--- config.mk ---
export PLATFORM = sky130hd
export DESIGN_NAME = integer_alu_with_history_ring
export DESIGN_NICKNAME = d
export VERILOG_FILES = /design/src/rtl/core/iah_pkg.sv /design/src/rtl/core/integer_alu_with_history_ring.sv /design/src/rtl/core/iah_datapath.sv /design/src/rtl/core/iah_control.sv
export SDC_FILE = /design/constraint.sdc
export NUM_CORES = 2
export LEC_CHECK = 0
export BUFFER_PORTS_ARGS = -buffer_cell sky130_fd_sc_hd__clkbuf_2
export CAP_MARGIN = 40
export CORE_ASPECT_RATIO = 1.4
export CORE_MARGIN = 8
export CORE_UTILIZATION = 64
export DETAILED_ROUTE_END_ITERATION = 7
export PLACE_DENSITY = 0.82
export SETUP_SLACK_MARGIN = 0.3
export SLEW_MARGIN = 10
export SYNTH_ARGS = -nofsm -noshare
export SYNTH_HDL_FRONTEND = slang
export SYNTH_SLANG_ARGS = --single-unit
--- constraint.sdc ---
create_clock -name clk -period 19.6 [get_ports clk]
set_input_delay 0 -clock clk [delete_from_list [all_inputs] [get_ports clk]]
set_output_delay 0 -clock clk [all_outputs]
set_load 0.02 [all_outputs]
--- src/rtl/core/iah_pkg.sv ---
// Package: shared types, constants and codes for the integer ALU with history ring.
package iah_pkg;

    localparam int unsigned HISTORY_DEPTH_DEF = 10;
    localparam int unsigned DATA_W = 32;

    localparam logic [7:0] OP_ADD  = 8'h2B;
    localparam logic [7:0] OP_SUB  = 8'h2D;
    localparam logic [7:0] OP_MULX = 8'h78;
    localparam logic [7:0] OP_MUL  = 8'h2A;
    localparam logic [7:0] OP_DIV  = 8'h2F;
    localparam logic [7:0] OP_MOD  = 8'h25;

    typedef enum logic [1:0] {
        MODE_COMPUTE = 2'd0,
        MODE_RECALL  = 2'd1,
        MODE_CLEAR   = 2'd2,
        MODE_LIST    = 2'd3
    } mode_t;

    typedef enum logic [2:0] {
        ST_OK       = 3'd0,
        ST_DIV_ZERO = 3'd1,
        ST_BAD_OP   = 3'd2,
        ST_BAD_POS  = 3'd3,
        ST_EMPTY    = 3'd4,
        ST_CLEARED  = 3'd5
    } status_t;

    typedef enum logic [2:0] {
        S_IDLE,
        S_READ,
        S_EVAL,
        S_DIV,
        S_OUT
    } state_t;

    // Commands from controller to datapath
    typedef struct packed {
        logic load_in;     // capture input payload
        logic read_ent;    // read ring entry at pos_reg into operands
        logic start_eval;  // evaluate operands (start divider if needed)
        logic div_step;    // one divider iteration
        logic finish;      // form the result into the output register
        logic store;       // push current operands into the ring
        logic clear;       // empty the ring
        logic next_pos;    // advance list position
    } dp_cmd_t;

    // Status from datapath to controller
    typedef struct packed {
        logic is_div;      // evaluated op needs the divider
        logic div_done;
        logic eval_ok;
        logic list_more;   // more list entries follow
    } dp_stat_t;

    function automatic logic op_known(input logic [7:0] op);
        return op == OP_ADD || op == OP_SUB || op == OP_MULX || op == OP_MUL
            || op == OP_DIV || op == OP_MOD;
    endfunction

endpackage

--- src/rtl/core/integer_alu_with_history_ring.sv ---
// Top level: integer ALU with a ring of recent successful operations.
// Divide and modulo use the one-bit-per-cycle restoring divider; list mode
// repeats the transfer per entry. The block takes one item at a time. Mode 0
// computes, 1 recalls a 1-based entry counted from the oldest, 2 clears the
// ring, 3 lists all entries with last on the final one.
module integer_alu_with_history_ring #(
    parameter int unsigned HISTORY_DEPTH = iah_pkg::HISTORY_DEPTH_DEF
) (
    input  logic               clk,
    input  logic               rst_n,
    input  logic               in_valid,
    output logic               in_ready,
    input  logic [1:0]         mode,
    input  logic signed [31:0] operand_a,
    input  logic [7:0]         op_char,
    input  logic signed [31:0] operand_b,
    input  logic [7:0]         recall_position,
    output logic               out_valid,
    input  logic               out_ready,
    output logic [2:0]         status,
    output logic signed [31:0] value,
    output logic signed [31:0] entry_left,
    output logic [7:0]         entry_operator,
    output logic signed [31:0] entry_right,
    output logic [3:0]         entry_position,
    output logic               last
);
    iah_pkg::dp_cmd_t  cmd;
    iah_pkg::dp_stat_t stat;
    logic [1:0]        mode_q;

    iah_control u_ctrl (
        .clk(clk), .rst_n(rst_n),
        .in_valid(in_valid), .in_ready(in_ready),
        .out_valid(out_valid), .out_ready(out_ready),
        .mode_q(mode_q), .stat(stat), .cmd(cmd)
    );

    iah_datapath #(.HISTORY_DEPTH(HISTORY_DEPTH)) u_dp (
        .clk(clk), .rst_n(rst_n), .cmd(cmd), .stat(stat),
        .in_mode(mode), .in_a(operand_a), .in_op(op_char), .in_b(operand_b),
        .in_pos(recall_position), .mode_q(mode_q),
        .res_status(status), .res_value(value), .res_left(entry_left),
        .res_operator(entry_operator), .res_right(entry_right),
        .res_position(entry_position), .res_last(last)
    );

`ifndef SYNTHESIS
    // No input is taken while a result waits
    a_no_overlap: assert property (@(posedge clk) disable iff (!rst_n)
        out_valid |-> !in_ready) else $error("input ready while result pending");
    // A store never coincides with a clear
    a_store_clear: assert property (@(posedge clk) disable iff (!rst_n)
        !(cmd.store && cmd.clear)) else $error("store and clear together");
    // An input transfer is followed by a quiet output
    a_accept_gap: assert property (@(posedge clk) disable iff (!rst_n)
        (in_valid && in_ready) |=> !out_valid) else $error("result too early");
`endif
endmodule

--- src/rtl/core/iah_datapath.sv ---
// Datapath: history ring, operand registers, multiplier, iterative divider, result register.
module iah_datapath #(
    parameter int unsigned HISTORY_DEPTH = iah_pkg::HISTORY_DEPTH_DEF
) (
    input  logic                   clk,
    input  logic                   rst_n,
    input  iah_pkg::dp_cmd_t       cmd,
    output iah_pkg::dp_stat_t      stat,
    input  logic [1:0]             in_mode,
    input  logic signed [31:0]     in_a,
    input  logic [7:0]             in_op,
    input  logic signed [31:0]     in_b,
    input  logic [7:0]             in_pos,
    output logic [1:0]             mode_q,
    output logic [2:0]             res_status,
    output logic signed [31:0]     res_value,
    output logic signed [31:0]     res_left,
    output logic [7:0]             res_operator,
    output logic signed [31:0]     res_right,
    output logic [3:0]             res_position,
    output logic                   res_last
);
    localparam int unsigned PW = $clog2(HISTORY_DEPTH + 1);
    localparam int unsigned IW = (HISTORY_DEPTH > 1) ? $clog2(HISTORY_DEPTH) : 1;

    logic [31:0] left_mem  [HISTORY_DEPTH];
    logic [7:0]  oper_mem  [HISTORY_DEPTH];
    logic [31:0] right_mem [HISTORY_DEPTH];

    logic [IW-1:0] wp_reg;
    logic [PW-1:0] fill_reg;
    logic [1:0]    mode_reg;
    logic [7:0]    pos_reg;
    logic [31:0]   a_reg, b_reg;
    logic [7:0]    op_reg;
    logic [31:0]   rd_a_reg, rd_b_reg;
    logic [7:0]    rd_op_reg;
    logic [31:0]   quot_reg, rem_reg, dvsr_reg;
    logic [5:0]    cnt_reg;
    logic          na_reg, nb_reg;
    logic [31:0]   arith_reg;
    logic          is_div_reg;
    logic [2:0]    eval_st_reg;

    assign mode_q = mode_reg;

    // Physical slot of list/recall position
    logic [PW:0]   slot_sum;
    logic [IW-1:0] slot;
    logic [PW-1:0] pos_n;
    assign pos_n = pos_reg[PW-1:0];
    always_comb
    begin
        slot_sum = {1'b0, pos_n} - 1'b1;
        if (fill_reg == PW'(HISTORY_DEPTH))
            slot_sum = slot_sum + (PW+1)'(wp_reg);
        if (slot_sum >= (PW+1)'(HISTORY_DEPTH))
            slot_sum = slot_sum - (PW+1)'(HISTORY_DEPTH);
        slot = slot_sum[IW-1:0];
    end

    // Ring memory
    always_ff @(posedge clk)
    begin
        if (cmd.store)
        begin
            left_mem[wp_reg]  <= a_reg;
            oper_mem[wp_reg]  <= op_reg;
            right_mem[wp_reg] <= b_reg;
        end
        if (cmd.read_ent)
        begin
            rd_a_reg  <= left_mem[slot];
            rd_op_reg <= oper_mem[slot];
            rd_b_reg  <= right_mem[slot];
        end
    end

    // Ring pointers
    always_ff @(posedge clk or negedge rst_n)
    begin
        if (!rst_n)
        begin
            wp_reg   <= '0;
            fill_reg <= '0;
        end
        else if (cmd.clear)
        begin
            wp_reg   <= '0;
            fill_reg <= '0;
        end
        else if (cmd.store)
        begin
            wp_reg <= (wp_reg == IW'(HISTORY_DEPTH - 1)) ? '0 : wp_reg + 1'b1;
            if (fill_reg != PW'(HISTORY_DEPTH))
                fill_reg <= fill_reg + 1'b1;
        end
    end

    logic recall_bad;
    assign recall_bad = (pos_reg == '0) || (pos_reg > 8'(fill_reg));

    // Ring entry holds a written operation only for a valid recall or a non-empty list
    logic ent_ok;
    assign ent_ok = ((mode_reg == iah_pkg::MODE_LIST) && (fill_reg != '0))
                 || ((mode_reg == iah_pkg::MODE_RECALL) && !recall_bad);

    // Operands for evaluation: input for compute, ring entry when ent_ok, zero otherwise
    logic [31:0] ea, eb;
    logic [7:0]  eop;
    assign ea  = (mode_reg == iah_pkg::MODE_COMPUTE) ? a_reg
               : (ent_ok ? rd_a_reg : '0);
    assign eb  = (mode_reg == iah_pkg::MODE_COMPUTE) ? b_reg
               : (ent_ok ? rd_b_reg : '0);
    assign eop = (mode_reg == iah_pkg::MODE_COMPUTE) ? op_reg
               : (ent_ok ? rd_op_reg : '0);

    logic eop_div;
    assign eop_div = (eop == iah_pkg::OP_DIV) || (eop == iah_pkg::OP_MOD);

    // Restoring divider step on magnitudes
    logic [32:0] trial;
    assign trial = {rem_reg, quot_reg[31]} - {1'b0, dvsr_reg};

    always_ff @(posedge clk)
    begin
        if (cmd.load_in)
        begin
            mode_reg <= in_mode;
            a_reg    <= in_a;
            op_reg   <= in_op;
            b_reg    <= in_b;
            // list always walks from the oldest entry
            pos_reg  <= (in_mode == iah_pkg::MODE_LIST) ? 8'd1 : in_pos;
        end
        if (cmd.next_pos)
            pos_reg <= pos_reg + 1'b1;
        if (cmd.start_eval)
        begin
            is_div_reg <= eop_div && (eb != '0);
            na_reg     <= ea[31];
            nb_reg     <= eb[31];
            quot_reg   <= ea[31] ? 32'(-ea) : ea;
            dvsr_reg   <= eb[31] ? 32'(-eb) : eb;
            rem_reg    <= '0;
            cnt_reg    <= '0;
            unique case (eop)
                iah_pkg::OP_ADD: arith_reg <= ea + eb;
                iah_pkg::OP_SUB: arith_reg <= ea - eb;
                iah_pkg::OP_MUL, iah_pkg::OP_MULX: arith_reg <= 32'(ea * eb);
                default: arith_reg <= '0;
            endcase
            if (!iah_pkg::op_known(eop))
                eval_st_reg <= iah_pkg::ST_BAD_OP;
            else if (eop_div && eb == '0)
                eval_st_reg <= iah_pkg::ST_DIV_ZERO;
            else
                eval_st_reg <= iah_pkg::ST_OK;
        end
        else if (cmd.div_step)
        begin
            if (!trial[32])
            begin
                rem_reg  <= trial[31:0];
                quot_reg <= {quot_reg[30:0], 1'b1};
            end
            else
            begin
                rem_reg  <= {rem_reg[30:0], quot_reg[31]};
                quot_reg <= {quot_reg[30:0], 1'b0};
            end
            cnt_reg <= cnt_reg + 1'b1;
        end
    end

    // Final value of the evaluation
    logic [31:0] eval_val;
    always_comb
    begin
        if (eval_st_reg != iah_pkg::ST_OK)
            eval_val = '0;
        else if (!is_div_reg)
            eval_val = arith_reg;
        else if (eop == iah_pkg::OP_DIV)
            eval_val = (na_reg ^ nb_reg) ? 32'(-quot_reg) : quot_reg;
        else
            eval_val = na_reg ? 32'(-rem_reg) : rem_reg;
    end

    assign stat.is_div    = is_div_reg;
    assign stat.div_done  = (cnt_reg == 6'd32);
    assign stat.eval_ok   = (eval_st_reg == iah_pkg::ST_OK);
    assign stat.list_more = (mode_reg == iah_pkg::MODE_LIST) && (pos_reg < 8'(fill_reg));

    // Output register
    always_ff @(posedge clk)
    begin
        if (cmd.finish)
        begin
            res_status   <= '0;
            res_value    <= '0;
            res_left     <= '0;
            res_operator <= '0;
            res_right    <= '0;
            res_position <= '0;
            res_last     <= 1'b1;
            unique case (mode_reg)
                iah_pkg::MODE_COMPUTE:
                begin
                    res_status <= eval_st_reg;
                    res_value  <= eval_val;
                end
                iah_pkg::MODE_CLEAR:
                    res_status <= iah_pkg::ST_CLEARED;
                iah_pkg::MODE_RECALL, iah_pkg::MODE_LIST:
                begin
                    if (mode_reg == iah_pkg::MODE_LIST && fill_reg == '0)
                        res_status <= iah_pkg::ST_EMPTY;
                    else if (mode_reg == iah_pkg::MODE_RECALL && recall_bad)
                        res_status <= iah_pkg::ST_BAD_POS;
                    else
                    begin
                        res_status   <= eval_st_reg;
                        res_value    <= eval_val;
                        res_left     <= rd_a_reg;
                        res_operator <= rd_op_reg;
                        res_right    <= rd_b_reg;
                        res_position <= pos_reg[3:0];
                        res_last     <= !((mode_reg == iah_pkg::MODE_LIST)
                                          && (pos_reg < 8'(fill_reg)));
                    end
                end
                default: ;
            endcase
        end
    end
endmodule

--- src/rtl/core/iah_control.sv ---
// Controller: sequences load, ring read, evaluation, division and result transfer.
module iah_control (
    input  logic               clk,
    input  logic               rst_n,
    input  logic               in_valid,
    output logic               in_ready,
    output logic               out_valid,
    input  logic               out_ready,
    input  logic [1:0]         mode_q,
    input  iah_pkg::dp_stat_t  stat,
    output iah_pkg::dp_cmd_t   cmd
);
    iah_pkg::state_t state_reg, state_next;

    always_ff @(posedge clk or negedge rst_n)
    begin
        if (!rst_n)
            state_reg <= iah_pkg::S_IDLE;
        else
            state_reg <= state_next;
    end

    // Next state
    always_comb
    begin
        state_next = state_reg;
        unique case (state_reg)
            iah_pkg::S_IDLE:
                if (in_valid)
                    state_next = iah_pkg::S_READ;
            iah_pkg::S_READ:
                state_next = iah_pkg::S_EVAL;
            iah_pkg::S_EVAL:
                state_next = iah_pkg::S_DIV;
            iah_pkg::S_DIV:
                if (!stat.is_div || stat.div_done)
                    state_next = iah_pkg::S_OUT;
            iah_pkg::S_OUT:
                if (out_ready)
                    state_next = stat.list_more ? iah_pkg::S_READ : iah_pkg::S_IDLE;
            default:
                state_next = iah_pkg::S_IDLE;
        endcase
    end

    // Outputs
    always_comb
    begin
        cmd       = '0;
        in_ready  = 1'b0;
        out_valid = 1'b0;
        unique case (state_reg)
            iah_pkg::S_IDLE:
            begin
                in_ready    = 1'b1;
                cmd.load_in = in_valid;
            end
            iah_pkg::S_READ:
                cmd.read_ent = 1'b1;
            iah_pkg::S_EVAL:
                cmd.start_eval = 1'b1;
            iah_pkg::S_DIV:
            begin
                cmd.div_step = stat.is_div && !stat.div_done;
                if (!stat.is_div || stat.div_done)
                begin
                    cmd.finish = 1'b1;
                    cmd.store  = (mode_q == iah_pkg::MODE_COMPUTE) && stat.eval_ok;
                    cmd.clear  = (mode_q == iah_pkg::MODE_CLEAR);
                end
            end
            iah_pkg::S_OUT:
            begin
                out_valid    = 1'b1;
                cmd.next_pos = out_ready && stat.list_more;
            end
            default: ;
        endcase
    end
endmodule

---- After elaboration in Yosys (flattened, before gate mapping) ----
Memories as Yosys holds them, arrays and structs flattened. A register that Yosys moved wholly into a read port is not among the register bits.
Cells that the tools add are included.
cells by class
  $add $sub $neg .......................... 14
  $mul .................................... 1
  $lt $le $gt $ge ......................... 3
  eq/ne operators ......................... 21
  muxes and demuxes ....................... 51
  bitwise gates (word level) .............. 2
  reduce and logical (&&, ||, !) cells .... 41
operators by type and width
  kind                                                              count
  32-bit two-way mux                                                15
  32-bit negator                                                    4
  32-bit case mux with 3 select lines                               1
  32-bit case mux with 2 select lines                               1
  8-bit by 6-bit == test with 1-bit output (second input constant)  5
  8-bit two-way mux                                                 5
  33-bit by 32-bit subtractor with 33-bit output                    1
  32-bit adder                                                      1
  32-bit logical NOT                                                1
  32-bit by 32-bit multiplier with 32-bit output                    1
  4-bit two-way mux                                                 8
  32-bit nonzero test                                               1
  32-bit subtractor                                                 1
  31-bit two-way mux                                                1
  3-bit two-way mux                                                 6
  3-bit case mux with 5 select lines                                1
  1-bit two-way mux                                                 11
  1-bit logical AND                                                 10
  1-bit logical OR                                                  9
  3-bit case mux with 3 select lines                                1
  4-bit by 1-bit adder with 4-bit output (second input constant)    2
  8-bit by 1-bit adder with 8-bit output (second input constant)    1
  4-bit == test (second input constant)                             2
  8-bit by 7-bit == test with 1-bit output (second input constant)  1
  other kinds (31)                                                  43
storage, ports and cells
  register bits ........................... 345
  RAM bits ................................ 720
  bits of input ports ..................... 86
  logic and storage cells ................. 161
  memories ................................ 3
memories
  memory          depth  bits a word  read ports  clocked after Yosys merged registers in  wr ports  line                source
  u_dp.left_mem   10     32           1           1                                        1         iah_datapath.sv:26  logic [31:0] left_mem [HISTORY_DEPTH];
  u_dp.right_mem  10     32           1           1                                        1         iah_datapath.sv:28  logic [31:0] right_mem [HISTORY_DEPTH];
  u_dp.oper_mem   10     8            1           1                                        1         iah_datapath.sv:27  logic [7:0] oper_mem [HISTORY_DEPTH];

---- Longest topological paths before layout ----
  depth in word-level cells ............... 14
  gate-level depth with buffers ........... 41

---- Cells and area by module ----
From an unflattened synthesis, not the netlist that was laid out.
unflattened totals
  cell total of the unflattened synthesis .. 5916
  area total of the unflattened synthesis .. 66218.5 um^2
by module, submodules not included
  module        times used  cells an instance  area an instance (um^2)  seq. area each (um^2)
  iah_datapath  1           5891               65978.3                  33602.2
  iah_control   1           25                 240.2                    75.1

---- Worst setup path before layout ----
Ideal clock, no wire load.
  kind .................................... register -> register
  start ................................... register u_dp.cnt_reg[0]
  end ..................................... memory u_dp.left_mem[1][0] (enable)
  arrival time ............................ 13210 ps
  data required time ...................... 18921 ps
  slack ................................... 5711 ps
  cell stages (with the launch flop) ...... 10
  path buffers ............................ 0
  period minus slack after synthesis ...... 13889 ps
  cells stage by stage .................... dfxtp_1 > inv_1 > ha_1 > nor4b_1 > nand2_1 > and2_1 > nor2_1 > and3_1 > nand2_1 > nor4_1
on the way
  word-level cells in the longest chain between the ends .. 6
RTL lines
  what                                     line                 source
  start, declared                          iah_datapath.sv:39   logic [5:0] cnt_reg;
  start signal, assigned                   iah_datapath.sv:172  cnt_reg <= cnt_reg + 1'b1;
  6-bit == test                            iah_datapath.sv:191  assign stat.div_done = (cnt_reg == 6'd32);
  1-bit logical OR                         iah_control.sv:65    if (!stat.is_div || stat.div_done)
  3-bit two-way mux                        iah_control.sv:65
  4-bit two-way mux                        iah_control.sv:52    unique case (state_reg)
  1-bit two-way mux                        iah_datapath.sv:65   if (cmd.store)
  1-bit two-way mux (implied by the code)  iah_datapath.sv:67   left_mem[wp_reg] <= a_reg;
  end, declared                            iah_datapath.sv:26
Every way passes these cells.

---- Worst setup path after layout ----
  start ................................... register u_dp.pos_reg[2]
  end ..................................... register u_dp.arith_reg[31] (data pin)
on the way
  word-level cells in the longest chain between the ends .. 10
  elaborated cells between the ends (all ways) .. 21
RTL lines
  what                                                                                                    line                 source
  start, declared                                                                                         iah_datapath.sv:33   logic [7:0] pos_reg;
  start signal, assigned                                                                                  iah_datapath.sv:134  pos_reg <= (in_mode == iah_pkg::MODE_LIST) ? 8'd1 : in_pos;
  start signal, assigned                                                                                  iah_datapath.sv:137  pos_reg <= pos_reg + 1'b1;
  8-bit by 4-bit > comparator with 1-bit output / 8-bit logical NOT (equally long branches)               iah_datapath.sv:101  assign recall_bad = (pos_reg == '0) || (pos_reg > 8'(fill_reg));
  1-bit logical OR *                                                                                      iah_datapath.sv:101
  1-bit logical NOT *                                                                                     iah_datapath.sv:106  || ((mode_reg == iah_pkg::MODE_RECALL) && !recall_bad);
  1-bit logical AND *                                                                                     iah_datapath.sv:106
  1-bit logical OR *                                                                                      iah_datapath.sv:106
  parallel branches: the longest is 4 deep, another holds 32-bit by 32-bit multiplier with 32-bit output  --
  32-bit case mux with 3 select lines *                                                                   iah_datapath.sv:147  unique case (eop)
  end signal, assigned                                                                                    iah_datapath.sv:148  iah_pkg::OP_ADD: arith_reg <= ea + eb;
  end signal, assigned                                                                                    iah_datapath.sv:149  iah_pkg::OP_SUB: arith_reg <= ea - eb;
  end signal, assigned                                                                                    iah_datapath.sv:150  iah_pkg::OP_MUL, iah_pkg::OP_MULX: arith_reg <= 32'(ea * eb);
  end, declared                                                                                           iah_datapath.sv:41   logic [31:0] arith_reg;
Every way passes the cells marked *.
A chain may end at the register's enable or synchronous reset.

==> impl_metrics.toml <==
[route]
totalWireLength_um = 225000
avgRoutedWirePerCell_um = 29.0
drcViolationCount = 0
firstDrtPassIters = 8
vias_per_cell = 6.58
dr_total_vias = 51004
ant_nets = 0
drt_iter0_markers = 6898

[timing]
drv_slew = 0
worstMarginPinSlew_ns = 0.987
holdWs_ns = 0.0442
finalClockSkew_ns = 0.0743
max-slew-margin-rel_pct = 34.1
fin_setup_tns_ns = 0
post-route-min-period_ns = 11.25
hold_violations = 0
final-setup-viol-count = 0
rsz0062_at_grt = "false"
fin_crit_sh_pct = 57.4
fmax_ghz = 0.0889

[cts]
clock_latency_ns = 0.76
path_clk_slew_ns = 0.07
cts_tree = "yes"
cts_root_buf = "clkbuf_16"
clock-sinks = 1136
clockBufferDepth = 3
cts-buffers-inserted = 100
htree_levels = 3

[critical_path]
path_delay_family = "adder cells"
r2r_end = "u_dp.arith_reg[31]"
crit_end = "u_dp.arith_reg[31]"
path_max_fanout = 38
r2r-start = "u_dp.pos_reg[2]"
cp-start-kind = "flip-flop"
crit_required_ns = 20.07
path_depth = 31
slowest_stage = "a21oi_4"
crit_buf_inv = 3
worstSetupPathType = "reg2reg"
crit_top_cell = "fa_1"
r2r_cells = 31
ff2ff_setup_slack_ns = 8.35
critPathLaunch = "u_dp.pos_reg[2]"
max_stage_delay_ns = 0.74
critical_path.endpoint_type = "flip-flop"
critPathArrivalTime_ns = 11.72

[pwr]
irDropWorstVdd_v = 0.000133
power_density_nw_per_um2 = 128
p_leak_uw = 0.0298
power_switching_share_pct = 41.5
comb_power_share_pct = 41.7
seqPwrFrac_pct = 36.0
p_sw_uw = 3970
power_frac_clock_pct = 22.3
internal-power_uw = 5590

[synthesis]
synthesis.area_um2 = 66800
yosysSeqAreaShare_pct = 50.4
syn_area_per_cell_um2 = 11.1
synth_cell_types = 101
synth.net_count = 6730
synth_flop_cell = "edfxtp_1"
synth_cells = 6027
synth_edf_count = 1087
synth_seq_cells = 1136
ys_warn_count = 0
async_flop_share_pct = 0.968

[flow_run]
maxCapViolCount = 0

[hold_path]
min_path_type = "in2reg"

[global_routing]
grt-ovfl-total = 0
antenna_found_initial = 12
grt_max_degree = 154
grt_pass1_wl_um = 326000
track_usage_pct = 38.8
grt_pass1_vias = 51629

[cells_and_area]
fin_nets = 7010
drive_gt1_share_pct = 9.54
area_growth_pct = 12.2
top_regs = "u_dp.left_mem (320), u_dp.right_mem (320), u_dp.oper_mem (80)"

[die]
std_cell_rows = 140
initial_core_util_pct = 64.4
die_h_um = 398
io_pins = 200
core_area_um2 = 104000
die_area_um2 = 115000
die_w_um = 289

[placement]
gp_congestion = 1.07
dp_hpwl_um = 152000
io_buffers = 199

[status]
status = "completed"
==> worst min path at each step <==
| stage | startpoint | to | slack (ns) | cells after the start |
|---|---|---|---|---|
| after global placement | rst_n | u_dp.wp_reg[3] | -0.08 | 1 |
| after floorplan | rst_n | u_ctrl.state_reg[0] | -0.30 | 0 |
| after CTS | operand_b[20] | u_dp.b_reg[20] | 0.0007 | 2 |
| after detailed placement | rst_n | u_dp.wp_reg[3] | -0.08 | 1 |
| after global routing | operand_b[25] | u_dp.b_reg[25] | 0.03 | 2 |
| final | operand_b[19] | u_dp.b_reg[19] | 0.04 | 2 |
==> cells in the final DEF (no fill, tap or decap), drive strengths merged, types with 90 or more instances in the layout <==
master       instances
xnor2              194
nand3              195
and3               112
edfxtp            1087
a211oi              93
nand2              995
dlygate4sd3        149
xor2                90
clkbuf             322
fa                 411
buf                159
inv                511
and2               136
ha                 206
a21oi              196
o21ai              154
nor2               521
==> synth_stat cells (73+ instances only) <==
| master | instances | area [um^2] |
|---|---|---|
| a311oi_1 | 73 | 639 |
| inv_1 | 502 | 1880 |
| nor2_1 | 519 | 1950 |
| and2_1 | 136 | 851 |
| and3_1 | 112 | 701 |
| a211oi_1 | 87 | 653 |
| nand2_1 | 993 | 3730 |
| edfxtp_1 | 1087 | 32600 |
| a21oi_1 | 194 | 971 |
| xor2_1 | 90 | 788 |
| fa_1 | 411 | 8230 |
| o21ai_0 | 145 | 726 |
| xnor2_1 | 194 | 1700 |
| clkbuf_1 | 277 | 1040 |
| nand3_1 | 195 | 976 |
| ha_1 | 206 | 2580 |
| a31oi_1 | 87 | 544 |
==> layer usage <==
metal / vias to the layer above / wire, um / share of wire (%) / GRT usage (%)
met1: 24716 / 71500 / 32 / 44.1
li1: 21417 / - / - / -
met2: 3858 / 105000 / 47 / 61.9
met5: - / 75 / 0.033 / 0
met3: 1003 / 25700 / 11 / 9.29
met4: 10 / 21900 / 9.8 / 31.9
==> stage by stage <==
step | area (um^2) | setup WS [ns] | power, uW | cells | utilization [%]
final | 74900 | 8.35 | 9550 | 7750 | 72.2
after global routing | 74900 | 8.04 | 9890 | 7741 | 72.2
after CTS | 74800 | 8.49 | 9340 | 7734 | 72.1
after detailed placement | 69700 | 8.55 | 7210 | 7398 | 67.3
after global placement | 69400 | 8.89 | 7090 | 7379 | 67.0
after floorplan | 66800 | 5.71 | 5840 | 6027 | -
==> power by group through the flow <==
| stage | logic, uW | clock network (uW) | registers [uW] |
|---|---|---|---|
| after global routing | 4230 | 2220 | 3450 |
| after floorplan | 2450 | 0 | 3390 |
| after CTS | 3810 | 2120 | 3420 |
| after global placement | 3630 | 0 | 3460 |
| final | 3990 | 2130 | 3440 |
| after detailed placement | 3740 | 0 | 3470 |
==> timing repair <==
action / in CTS / in global routing
endpoints found under the hold margin: 119 / 0
hold buffers: 149 / 0
setup buffers: 0 / 0
gates resized for setup: 0 / 0
==> cells by family after synthesis <==
| group | after synthesis | share of synthesized area [%] |
|---|---|---|
| AOI/OAI and AO/OA | 904 | 9.28 |
| xor gates and xnor gates | 296 | 4.13 |
| adders and majority gates | 621 | 16.2 |
| buffers and inverters | 847 | 4.86 |
| DFF | 1136 | 50.4 |
| muxes | 34 | 0.512 |
| and+or+nand+nor | 2189 | 14.5 |
==> area by class of cell <==
cell class	instances	area, um^2
tap	1349	1690
fill	6939	28800
clock inverter	64	890
sequential	1136	33700
clock buffer	123	2640
timing repair buffer	507	3910
multi-input combinational	4044	30100
inverter	518	1950
antenna	9	22.5
Note: power is estimated with default switching activity, not from simulation.
